## src/sv/g2l_pkg.sv

```systemverilog
`default_nettype none
package g2l_pkg;

  localparam int TABLE_YEARS = 73;
  localparam int BASE_YEAR   = 1968;

  localparam int YEAR_W = 11;
  localparam int MON_W  = 4;
  localparam int DAY_W  = 5;
  localparam int IDX_W  = $clog2(TABLE_YEARS + 1);
  localparam int OFF_W  = 11;
  localparam int MASK_W = 13;
  localparam int N_W    = 4;

  typedef struct packed {
    logic [YEAR_W-1:0] greg_year;
    logic [MON_W-1:0]  greg_month;
    logic [DAY_W-1:0]  greg_day;
  } g2l_in_t;

  typedef struct packed {
    logic [YEAR_W-1:0] lunar_year;
    logic [MON_W-1:0]  lunar_month;
    logic              leap_month;
    logic [DAY_W-1:0]  lunar_day;
    logic              in_range;
  } g2l_out_t;

  typedef enum logic [2:0] {
    ST_IDLE,
    ST_DOY,
    ST_NEWYR,
    ST_LOAD,
    ST_WALK,
    ST_RESULT
  } g2l_state_t;

  // gregorian date of lunar new year, coded as month*100+day
  localparam logic [7:0] NY_CODE [TABLE_YEARS] = '{
    8'd130, 8'd217, 8'd206,
    8'd127, 8'd215, 8'd203, 8'd123, 8'd211, 8'd131, 8'd218, 8'd207, 8'd128, 8'd216,
    8'd205, 8'd125, 8'd213, 8'd202, 8'd220, 8'd209, 8'd219, 8'd217, 8'd206, 8'd127,
    8'd215, 8'd204, 8'd123, 8'd210, 8'd131, 8'd219, 8'd207, 8'd128, 8'd216, 8'd205,
    8'd124, 8'd212, 8'd201, 8'd122, 8'd209, 8'd129, 8'd218, 8'd207, 8'd126, 8'd214,
    8'd203, 8'd123, 8'd210, 8'd131, 8'd219, 8'd208, 8'd128, 8'd216, 8'd205, 8'd125,
    8'd212, 8'd201, 8'd122, 8'd210, 8'd129, 8'd217, 8'd206, 8'd126, 8'd213, 8'd203,
    8'd123, 8'd211, 8'd131, 8'd219, 8'd208, 8'd128, 8'd215, 8'd204, 8'd124, 8'd212
  };

  // month lengths (1 = 30 days), leap month number in bits 19:16
  localparam logic [19:0] MONTH_MASK [TABLE_YEARS] = '{
    20'd461653, 20'd1386, 20'd2413,
    20'd330077, 20'd1197, 20'd2637, 20'd268877, 20'd3365, 20'd531109, 20'd2900,
    20'd2922, 20'd398042, 20'd2395,
    20'd1179, 20'd267415, 20'd2635, 20'd661067, 20'd1701, 20'd1748, 20'd398772,
    20'd2742, 20'd2391, 20'd330031,
    20'd1175, 20'd1611, 20'd200010, 20'd3749, 20'd527717, 20'd1452, 20'd2742,
    20'd332397, 20'd2350, 20'd3222,
    20'd268949, 20'd3402, 20'd3493, 20'd133973, 20'd1386, 20'd464219, 20'd605,
    20'd2349, 20'd334123, 20'd2709,
    20'd2890, 20'd267946, 20'd2773, 20'd592565, 20'd1210, 20'd2651, 20'd395863,
    20'd1323, 20'd2707, 20'd265877,
    20'd1706, 20'd2773, 20'd133557, 20'd1206, 20'd398510, 20'd2638, 20'd3366,
    20'd335142, 20'd3411, 20'd1450,
    20'd200042, 20'd2413, 20'd723293, 20'd1197, 20'd2637, 20'd399947, 20'd3365,
    20'd3410, 20'd334676, 20'd2906
  };

  localparam logic [8:0] DAYS_BEFORE [12] = '{
    9'd0, 9'd31, 9'd59, 9'd90, 9'd120, 9'd151, 9'd181, 9'd212, 9'd243, 9'd273,
    9'd304, 9'd334
  };

  function automatic logic [1:0] ny_month(input logic [IDX_W-1:0] idx);
    return (NY_CODE[idx] >= 8'd200) ? 2'd2 : 2'd1;
  endfunction

  function automatic logic [DAY_W-1:0] ny_day(input logic [IDX_W-1:0] idx);
    logic [7:0] code;
    begin
      code = NY_CODE[idx];
      return (code >= 8'd200) ? DAY_W'(code - 8'd200) : DAY_W'(code - 8'd100);
    end
  endfunction

  // day of year as 31*(month-1)+day
  function automatic logic [5:0] ny_doy(input logic [IDX_W-1:0] idx);
    logic [5:0] d;
    begin
      d = 6'(ny_day(idx));
      return (ny_month(idx) == 2'd2) ? d + 6'd31 : d;
    end
  endfunction

endpackage
`default_nettype wire

```

## src/sv/g2l_core.sv

```systemverilog
`default_nettype none
module g2l_core (
  input  wire logic               clk,
  input  wire logic               rst_n,
  input  wire logic               in_valid,
  output      logic               in_ready,
  input  wire g2l_pkg::g2l_in_t   in_data,
  output      logic               res_valid,
  input  wire logic               res_ready,
  output      g2l_pkg::g2l_out_t  res_data
);
  import g2l_pkg::*;

  localparam logic [YEAR_W-1:0] YEAR_LO = YEAR_W'(BASE_YEAR + 1);
  localparam logic [YEAR_W-1:0] YEAR_HI = YEAR_W'(BASE_YEAR + TABLE_YEARS - 1);
  localparam logic [IDX_W-1:0]  IDX_LAST = IDX_W'(TABLE_YEARS - 1);

  g2l_state_t               state_r, state_nxt;
  g2l_in_t                  in_r, in_nxt;
  g2l_out_t                 res_r, res_nxt;
  logic [IDX_W-1:0]         idx_r, idx_nxt;
  logic                     before_r, before_nxt;
  logic signed [OFF_W-1:0]  off_r, off_nxt;
  logic [MASK_W-1:0]        mask_r, mask_nxt;
  logic [3:0]               lm_r, lm_nxt;
  logic [N_W-1:0]           k_r, k_nxt;
  logic [N_W-1:0]           n_r, n_nxt;

  logic [MON_W-1:0]         m_sat;
  logic [IDX_W-1:0]         idx_in;
  logic [1:0]               fm;
  logic [DAY_W-1:0]         fd;
  logic                     is_before;
  logic [19:0]              mask_rd;
  logic signed [OFF_W-1:0]  len;
  logic [N_W-1:0]           pos;
  logic [4:0]               lm1;

  always_ff @(posedge clk) begin
    if (!rst_n) begin
      state_r <= ST_IDLE;
    end else begin
      state_r <= state_nxt;
    end
  end

  always_ff @(posedge clk) begin
    in_r     <= in_nxt;
    res_r    <= res_nxt;
    idx_r    <= idx_nxt;
    before_r <= before_nxt;
    off_r    <= off_nxt;
    mask_r   <= mask_nxt;
    lm_r     <= lm_nxt;
    k_r      <= k_nxt;
    n_r      <= n_nxt;
  end

  always_comb begin
    state_nxt  = state_r;
    in_nxt     = in_r;
    res_nxt    = res_r;
    idx_nxt    = idx_r;
    before_nxt = before_r;
    off_nxt    = off_r;
    mask_nxt   = mask_r;
    lm_nxt     = lm_r;
    k_nxt      = k_r;
    n_nxt      = n_r;
    in_ready   = 1'b0;
    res_valid  = 1'b0;

    // month clamp and new year lookup for the latched date
    if (in_r.greg_month == '0) begin
      m_sat = MON_W'(1);
    end else if (in_r.greg_month > MON_W'(12)) begin
      m_sat = MON_W'(12);
    end else begin
      m_sat = in_r.greg_month;
    end
    idx_in    = IDX_W'(in_r.greg_year - YEAR_W'(BASE_YEAR));
    fm        = ny_month(idx_in);
    fd        = ny_day(idx_in);
    is_before = (m_sat < MON_W'(fm)) || ((m_sat == MON_W'(fm)) && (in_r.greg_day < fd));

    mask_rd = MONTH_MASK[idx_r];
    len     = OFF_W'(29) + OFF_W'(mask_r[n_r]);
    pos     = k_r - n_r + N_W'(1);
    lm1     = {1'b0, lm_r} + 5'd1;

    case (state_r)
      ST_IDLE: begin
        in_ready = 1'b1;
        if (in_valid) begin
          in_nxt = in_data;
          if ((in_data.greg_year < YEAR_LO) || (in_data.greg_year > YEAR_HI)) begin
            res_nxt   = '0;
            state_nxt = ST_RESULT;
          end else begin
            state_nxt = ST_DOY;
          end
        end
      end
      ST_DOY: begin
        off_nxt = OFF_W'(in_r.greg_day) + OFF_W'(DAYS_BEFORE[m_sat - MON_W'(1)]) + OFF_W'(1)
                  + OFF_W'((in_r.greg_year[1:0] == 2'd0) && (m_sat > MON_W'(2)));
        before_nxt = is_before;
        idx_nxt    = is_before ? idx_in - IDX_W'(1) : idx_in;
        state_nxt  = ST_NEWYR;
      end
      ST_NEWYR: begin
        // offset from the lunar new year that precedes the date
        off_nxt = off_r - OFF_W'(ny_doy(idx_r))
                  + (before_r ? OFF_W'(365) + OFF_W'(in_r.greg_year[1:0] == 2'd1)
                              : OFF_W'(0));
        state_nxt = ST_LOAD;
      end
      ST_LOAD: begin
        mask_nxt  = mask_rd[MASK_W-1:0];
        lm_nxt    = mask_rd[19:16];
        k_nxt     = (mask_rd < 20'd4095) ? N_W'(11) : N_W'(12);
        n_nxt     = (mask_rd < 20'd4095) ? N_W'(11) : N_W'(12);
        state_nxt = ST_WALK;
      end
      ST_WALK: begin
        if (off_r <= len) begin
          res_nxt.lunar_year  = YEAR_W'(BASE_YEAR) + YEAR_W'(idx_r);
          res_nxt.lunar_month = pos;
          res_nxt.leap_month  = 1'b0;
          res_nxt.lunar_day   = off_r[DAY_W-1:0];
          res_nxt.in_range    = 1'b1;
          if (k_r == N_W'(12)) begin
            if ({1'b0, pos} == lm1) begin
              res_nxt.lunar_month = lm_r;
              res_nxt.leap_month  = 1'b1;
            end else if ({1'b0, pos} > lm1) begin
              res_nxt.lunar_month = pos - N_W'(1);
            end
          end
          state_nxt = ST_RESULT;
        end else begin
          off_nxt = off_r - len;
          if (n_r == '0) begin
            if (idx_r == IDX_LAST) begin
              res_nxt   = '0;
              state_nxt = ST_RESULT;
            end else begin
              idx_nxt   = idx_r + IDX_W'(1);
              state_nxt = ST_LOAD;
            end
          end else begin
            n_nxt = n_r - N_W'(1);
          end
        end
      end
      ST_RESULT: begin
        res_valid = 1'b1;
        if (res_ready) begin
          state_nxt = ST_IDLE;
        end
      end
      default: begin
        state_nxt = ST_IDLE;
      end
    endcase
  end

  assign res_data = res_r;

endmodule
`default_nettype wire

```

## src/sv/gregorian_to_lunar_date_top.sv

```systemverilog
// after an input transfer: setup states for day of year, new year offset and table load,
// then one lunar month tested per cycle, then the result state and the output register;
// a year out of range goes straight to the result state. One conversion at a time: the next
// input is taken only after the result leaves; the output register frees the sequencer early
// reset: synchronous active-low rst_n clears sequencer state and out_valid
`default_nettype none
module gregorian_to_lunar_date_top (
  input  wire logic               clk,
  input  wire logic               rst_n,
  input  wire logic               in_valid,
  output      logic               in_ready,
  input  wire g2l_pkg::g2l_in_t   in_data,
  output      logic               out_valid,
  input  wire logic               out_ready,
  output      g2l_pkg::g2l_out_t  out_data
);
  import g2l_pkg::*;

  logic      res_valid;
  logic      res_ready;
  g2l_out_t  res_data;

  logic      out_valid_r;
  g2l_out_t  out_data_r;

  // shared month walker and its sequencer
  g2l_core u_core (
    .clk       (clk),
    .rst_n     (rst_n),
    .in_valid  (in_valid),
    .in_ready  (in_ready),
    .in_data   (in_data),
    .res_valid (res_valid),
    .res_ready (res_ready),
    .res_data  (res_data)
  );

  // output register: takes a result whenever empty or being drained
  assign res_ready = !out_valid_r || out_ready;

  always_ff @(posedge clk) begin
    if (!rst_n) begin
      out_valid_r <= 1'b0;
    end else if (res_ready) begin
      out_valid_r <= res_valid;
    end
  end

  always_ff @(posedge clk) begin
    if (res_valid && res_ready) begin
      out_data_r <= res_data;
    end
  end

  assign out_valid = out_valid_r;
  assign out_data  = out_data_r;

`ifndef SYNTH
  // a converted date always lands on a real lunar day and month
  a_day_range: assert property (@(posedge clk) disable iff (!rst_n)
    (out_valid && out_data.in_range) |->
      (out_data.lunar_day >= DAY_W'(1)) && (out_data.lunar_day <= DAY_W'(30)) &&
      (out_data.lunar_month >= MON_W'(1)) && (out_data.lunar_month <= MON_W'(12)))
    else $error("lunar day or month out of range");

  // a rejected date carries all-zero fields
  a_zero_out: assert property (@(posedge clk) disable iff (!rst_n)
    (out_valid && !out_data.in_range) |->
      (out_data.lunar_year == '0) && (out_data.lunar_month == '0) &&
      (out_data.lunar_day == '0) && !out_data.leap_month)
    else $error("out-of-range result with nonzero fields");

  // the sequencer never takes a new date in the cycle after one was taken
  a_one_at_a_time: assert property (@(posedge clk) disable iff (!rst_n)
    (in_valid && in_ready) |=> !in_ready)
    else $error("input taken while conversion in progress");
`endif

endmodule
`default_nettype wire

```

## config.mk

```make
export PLATFORM = sky130hd
export DESIGN_NAME = gregorian_to_lunar_date_top
export DESIGN_NICKNAME = d
export VERILOG_FILES = /design/src/sv/g2l_pkg.sv /design/src/sv/g2l_core.sv /design/src/sv/gregorian_to_lunar_date_top.sv
export SDC_FILE = /design/constraint.sdc
export NUM_CORES = 1
export LEC_CHECK = 0
export BUFFER_PORTS_ARGS = -buffer_cell sky130_fd_sc_hd__buf_2
export CORE_ASPECT_RATIO = 1.75
export CORE_UTILIZATION = 40
export DETAILED_ROUTE_END_ITERATION = 6
export MAX_ROUTING_LAYER = met4
export SYNTH_ARGS = -nofsm -noshare
export SYNTH_HDL_FRONTEND = slang
export SYNTH_SLANG_ARGS = --single-unit
```

## constraint.sdc

```tcl
create_clock -name clk -period 17.4 [get_ports clk]
set_input_delay 1.74 -clock clk [delete_from_list [all_inputs] [get_ports clk]]
set_output_delay 1.74 -clock clk [all_outputs]
set_load 0.01 [all_outputs]
```

==> results of run 1 <==
## worst register-to-register path, delay by kind of cell (launching register included)
| family | cells | cell delay, ns |
|---|---|---|
| AO/OA/AOI/OAI | 8 | 2.38 |
| adder cells (fa/ha/maj) | 4 | 1.39 |
| AND/OR/NAND/NOR | 6 | 0.80 |
| multiplexers | 2 | 0.77 |
| flip-flops | 1 | 0.66 |
| buffers and inverters | 2 | 0.58 |
| XOR/XNOR | 1 | 0.23 |
## flip-flops by register name, indices dropped and copies added (netlist names), 2 cells and up
signal           cells
u_core.n_r           4
u_core.state_r       3
u_core.in_r         16
u_core.lm_r          4
out_data            20
u_core.mask_r       13
u_core.idx_r         7
u_core.off_r        11
u_core.k_r           2
u_core.res_data     20
## metal layers
metal	wire length, µm	share of wire	GRT usage
met1	11100	0.35	0.254
met4	1840	0.059	0.145
met2	17000	0.54	0.471
met3	1400	0.045	0.0337
met5	0	0	-
## layout by cell type, fill, tap and decap left out, drive strengths merged, types with 9 or more instances in the layout
cell type / Yosys / final
edfxtp: 98 / 98
ha: 87 / 87
nor2: 87 / 87
nand2: 75 / 75
inv: 67 / 70
a21oi: 64 / 64
buf: 32 / 60
o21ai: 51 / 51
nor2b: 37 / 37
xnor2: 35 / 35
nand2b: 27 / 27
mux2i: 25 / 25
nor3: 25 / 25
nand3: 24 / 24
a211oi: 18 / 18
a31oi: 17 / 17
a21o: 16 / 16
mux4: 16 / 16
xor2: 16 / 16
mux2: 13 / 13
nand4: 12 / 12
or2: 11 / 11
and2: 11 / 11
o211ai: 11 / 11
a2111oi: 10 / 10
o221ai: 10 / 10
a22oi: 10 / 10
o22ai: 10 / 10
o31ai: 10 / 10
a31o: 9 / 9
and3: 9 / 9
clkbuf: 51 / 9
## final timing paths
check	from	endpoint	cells after the start
setup / recovery	u_core.idx_r[0]$_DFFE_PP_	u_core.off_r[10]$_DFFE_PP_	23
hold / removal	u_core.res_data[13]$_SDFFCE_PN0P_	out_data[13]$_DFFE_PP_	0
setup reg to reg	u_core.idx_r[0]$_DFFE_PP_	u_core.off_r[10]$_DFFE_PP_	23
hold reg to reg	u_core.res_data[13]$_SDFFCE_PN0P_	out_data[13]$_DFFE_PP_	0
## kinds of logic after synthesis
| logic type | synth area share |
|---|---|
| simple gates | 0.177 |
| compound gates | 0.220 |
| flops | 0.298 |
| fa+ha+maj | 0.123 |
| mux | 0.0749 |
| buf+inv | 0.0632 |
| xor+xnor | 0.0440 |
## metrics by stage
step	util	instance area, µm²	setup slack [ns]	std cells
5_1_grt	0.436	10800	9.86	1426
4_1_cts	0.436	10800	10.42	1426
2_1_floorplan	-	10200	11.54	1121
6_report	0.436	10800	10.35	1426
3_3_place_gp	0.423	10500	10.79	1410
3_5_place_dp	0.423	10500	10.50	1410
## final cells by class
class,count,share of cell area
clock inverters,7,0.00936
multi-input cells,867,0.600
clock buffers,9,0.0208
inverters,69,0.0239
well taps,312,0.0361
flip-flops and latches,102,0.279
repair buffers,60,0.0307
==> flow_metrics.py, run 1 <==
metrics = {
    "status": {
        "status": "finished, final reports clean",
    },
    "place": {
        "post-dp-hpwl_um": 23800,
        "gp_congestion": 1.01,
        "io_buffers": 47,
    },
    "sta": {
        "min_period_ns": 7.05,
        "worst_pin_slew_ns": 1.15,
        "max_freq_ghz": 0.142,
        "rsz0062_at_grt": "false",
        "hold_viol_final": 0,
        "min_period_over_period": 0.405,
        "drv_slew": 0,
        "finalSetupViolCount": 0,
        "hold_ws_ns": 0.422,
        "clock_skew_ns": 0.0103,
        "slew_headroom": 0.230,
        "setup_tns_ns": 0,
    },
    "cells_and_area": {
        "final_layout_size_suffix_gt1_frac": 0.125,
        "multi_input_area_um2": 6490,
        "layout.nets": 1228,
        "regArea_um2": 3020,
        "diodes": 0,
        "syn_to_final_growth_pct": 6.59,
        "fill_cells": 2422,
    },
    "critical_path": {
        "cp_slowest_cell": "a2111oi_0",
        "cp.arrival_ns": 7.18,
        "path_class": "flop to flop",
        "start_kind": "flop",
        "critical-path-max-stage-delay_ns": 0.79,
        "end_kind": "flop",
        "critical_path_buf_inv_count": 2,
        "cpMostUsedCell": "ha_1",
        "critical_path.top_delay_family": "compound AO/OA/AOI/OAI gates",
        "path_cells": "inv_1 > ha_1 > buf_4 > or2_2 > nand2_1 > mux4_2 > o22a_1 > nor2b_1 > ha_1 > a22oi_1 > o311ai_0 > o311ai_2 > nor2_1 > xnor2_1 > fa_1 > ha_1 > a21o_1 > a21oi_1 > nor2b_1 > o221ai_1 > a2111oi_0 > mux2i_1 > nand2_1",
        "rrSetupSlack_ns": 10.35,
        "cp_max_fo": 20,
        "critPathRequiredTime_ns": 17.53,
    },
    "clock_tree": {
        "cts.clk_slew.worst_paths_ns": 0.08,
        "clk_latency_ns": 0.37,
        "clockBufferDepth": 2,
        "root_buffer": "clkbuf_16",
        "cts_made_buffers": 9,
        "cts_tree": "done",
        "cts_post_setup_buffers_inserted": 0,
        "cts_resized": 0,
        "ctsHoldBuffers": 0,
        "h-tree-depth": 3,
        "cts_sinks": 102,
    },
    "global_routing": {
        "grt.total_usage": 0.256,
        "antenna_found_initial": 0,
        "grt_max_degree": 88,
        "grt_overflow_total": 0,
        "grt_first_pass_wirelength_um": 48600,
        "grt_pass1_vias": 8719,
    },
    "die": {
        "pin_count": 48,
        "dieArea_um2": 26100,
        "die_w_um": 122,
        "rows": 76,
        "core-area_um2": 24800,
        "initial_core_util": 0.409,
        "fp.dieH_um": 213,
    },
    "synthesis": {
        "ys_ff_latch": 102,
        "synth_cells": 1121,
        "synth_area_leaders": "edfxtp_1 (29%), ha_1 (11%), mux4_2 (3.5%), nor2_1 (3.2%), xnor2_1 (3.0%)",
        "synth.avg_cell_area_um2": 9.06,
        "mappedNetlistNets": 1240,
        "synth_most_common_cell": "edfxtp_1",
        "yosysTopAreaCell": "edfxtp_1",
        "synth_common_cells": "edfxtp_1 (98), ha_1 (87), nor2_1 (87)",
        "synth_edf_count": 98,
        "synth_warnings": 0,
        "synth_top_area_share": 0.290,
        "synth_async_sr_flop_share": 0,
        "syn_area_um2": 10200,
        "ys_types": 83,
        "synth.yosys.seq_area_share": 0.298,
        "synth-main-ff-cell": "edfxtp_1",
    },
    "detailed_routing": {
        "first_pass_iters": 6,
        "ant_nets": 0,
        "first_iter_violations": 623,
        "drc": 0,
        "vias_per_cell": 6.19,
        "wl_per_cell_um": 22.0,
        "wl_um": 31400,
        "vias": 8831,
    },
    "worst_hold_path": {
        "hold_path.class": "flop to flop",
    },
    "run": {
        "maxCapViolations": 0,
    },
}
Power of run 1 is not shown: default switching activity piles up to over one toggle a cycle in this logic, so the estimate is an artifact.
==> run 2: changes to the inputs <==
==> constraint.sdc (replaced) <==
create_clock -name clk -period 7.25 [get_ports clk]
set_input_delay 0.725 -clock clk [delete_from_list [all_inputs] [get_ports clk]]
set_output_delay 0.725 -clock clk [all_outputs]
set_load 0.01 [all_outputs]
==> run 2 against run 1 <==
Non-clock buffer count is 19 higher. Worst hold slack about the same. Routed wire length rose by 7.5%. Highest routed layer unchanged. Largest cell class unchanged. Count of clock-buffer cells in the layout did not move.
==> flow_metrics.py, run 2 (synthesis gave the netlist of run 1 again) <==
metrics = {
    "global_routing": {
        "grt_overflow_total": 0,
        "grt_pass1_vias": 8962,
        "antenna_found_initial": 0,
        "grt.total_usage": 0.279,
        "grt_first_pass_wirelength_um": 52100,
        "grt_max_degree": 88,
    },
    "clock_tree": {
        "cts.clk_slew.worst_paths_ns": 0.08,
        "ctsHoldBuffers": 0,
        "cts_made_buffers": 9,
        "cts_resized": 0,
        "cts_tree": "done",
        "h-tree-depth": 3,
        "clk_latency_ns": 0.37,
        "cts_post_setup_buffers_inserted": 0,
        "clockBufferDepth": 2,
        "root_buffer": "clkbuf_16",
        "cts_sinks": 102,
    },
    "critical_path": {
        "path_class": "flop to flop",
        "cp.arrival_ns": 6.46,
        "cp_max_fo": 17,
        "critPathRequiredTime_ns": 7.38,
        "end_kind": "flop",
        "start_kind": "flop",
    },
    "die": {
        "dieArea_um2": 26100,
        "initial_core_util": 0.409,
        "pin_count": 48,
        "fp.dieH_um": 213,
        "rows": 76,
        "die_w_um": 122,
        "core-area_um2": 24800,
    },
    "cells_and_area": {
        "syn_to_final_growth_pct": 8.37,
        "instances_no_fill": 1445,
        "layout.nets": 1247,
        "final_layout_size_suffix_gt1_frac": 0.139,
        "design_area_um2": 11000,
        "layout_commonest_cell": "edfxtp_1",
        "final_cell_mix": "edfxtp_1 (98), ha_1 (87), nor2_1 (86), nand2_1 (75), inv_1 (66)",
        "diodes": 0,
    },
    "detailed_routing": {
        "drc": 0,
        "wl_per_cell_um": 23.4,
        "first_pass_iters": 5,
        "vias_per_cell": 6.17,
        "vias": 8913,
        "first_iter_violations": 512,
        "ant_nets": 0,
        "wl_um": 33800,
    },
    "sta": {
        "hold_viol_final": 0,
        "setup_tns_ns": 0,
        "worst_pin_slew_ns": 1.17,
        "rsz0062_at_grt": "false",
        "max_freq_ghz": 0.158,
        "finalSetupViolCount": 0,
        "min_period_ns": 6.33,
        "slew_headroom": 0.223,
        "clock_skew_ns": 0.00956,
        "drv_slew": 0,
        "min_period_over_period": 0.873,
    },
    "status": {
        "status": "finished, final reports clean",
    },
    "place": {
        "post-dp-hpwl_um": 26000,
        "place_inst": 1429,
        "gp_congestion": 1.04,
        "place_area_um2": 10700,
        "io_buffers": 47,
    },
    "run": {
        "maxCapViolations": 0,
    },
    "worst_hold_path": {
        "hold_path.class": "flop to flop",
    },
}
## run 2: cell count changes in the layout (fill, tap and decap cells not counted)
cell / before / now
buf_12: 0 / 3
buf_4: 13 / 29
## run 2: metrics by stage
stage               utilization  setup WS, ns  hold WS [ns]
finish                    0.443         0.921         0.422
detailed placement        0.430          1.00         0.406
global route              0.443         0.466         0.430
floorplan                     -          1.39         0.400
CTS                       0.443         0.998         0.424
global placement          0.430          1.15         0.400
## run 2: critical path, cell delays in order (launching register included)
cell      delay (ns)
edfxtp_1        0.32
buf_4           0.20
inv_1           0.15
ha_1            0.56
or2_2           0.23
nand2_1         0.06
mux4_2          0.48
o22a_1          0.21
nor2b_1         0.18
ha_1            0.23
a22oi_1         0.17
o311ai_0        0.22
o311ai_2        0.49
mux2i_1         0.20
fa_1            0.57
inv_1           0.07
ha_1            0.29
a21o_1          0.17
a211oi_1        0.30
o21ai_0         0.18
a31o_2          0.26
a21oi_1         0.19
xnor2_1         0.09
a211o_1         0.28
## run 2: layout make-up
class / count / area (µm²)
Clock inverter: 7 / 101
Clock buffer: 9 / 225
Timing Repair Buffer: 79 / 513
Multi-Input combinational cell: 867 / 6490
Sequential cell: 102 / 3020
Fill cell: 2436 / 13800
Inverter: 69 / 259
Tap cell: 312 / 390
## run 2: final timing paths
path | from | slack [ns] | to | cells past startpoint
worst max-delay path | u_core.idx_r[1]$_DFFE_PP_ | 0.92 | u_core.off_r[9]$_DFFE_PP_ | 23
worst min register to register | u_core.res_data[12]$_SDFFCE_PN0P_ | 0.42 | out_data[12]$_DFFE_PP_ | 0
worst max register to register | u_core.idx_r[1]$_DFFE_PP_ | 0.92 | u_core.off_r[9]$_DFFE_PP_ | 23
worst min-delay path | u_core.res_data[12]$_SDFFCE_PN0P_ | 0.42 | out_data[12]$_DFFE_PP_ | 0
## run 2: per-layer routing
layer / vias to the layer above / part of all wire / GRT usage
met5: - / 0 / -
met1: 4241 / 0.34 / 0.267
met2: 352 / 0.54 / 0.509
li1: 4193 / - / -
met4: 0 / 0.071 / 0.191
met3: 127 / 0.048 / 0.0361
Power of run 2 is left out for the same reason.
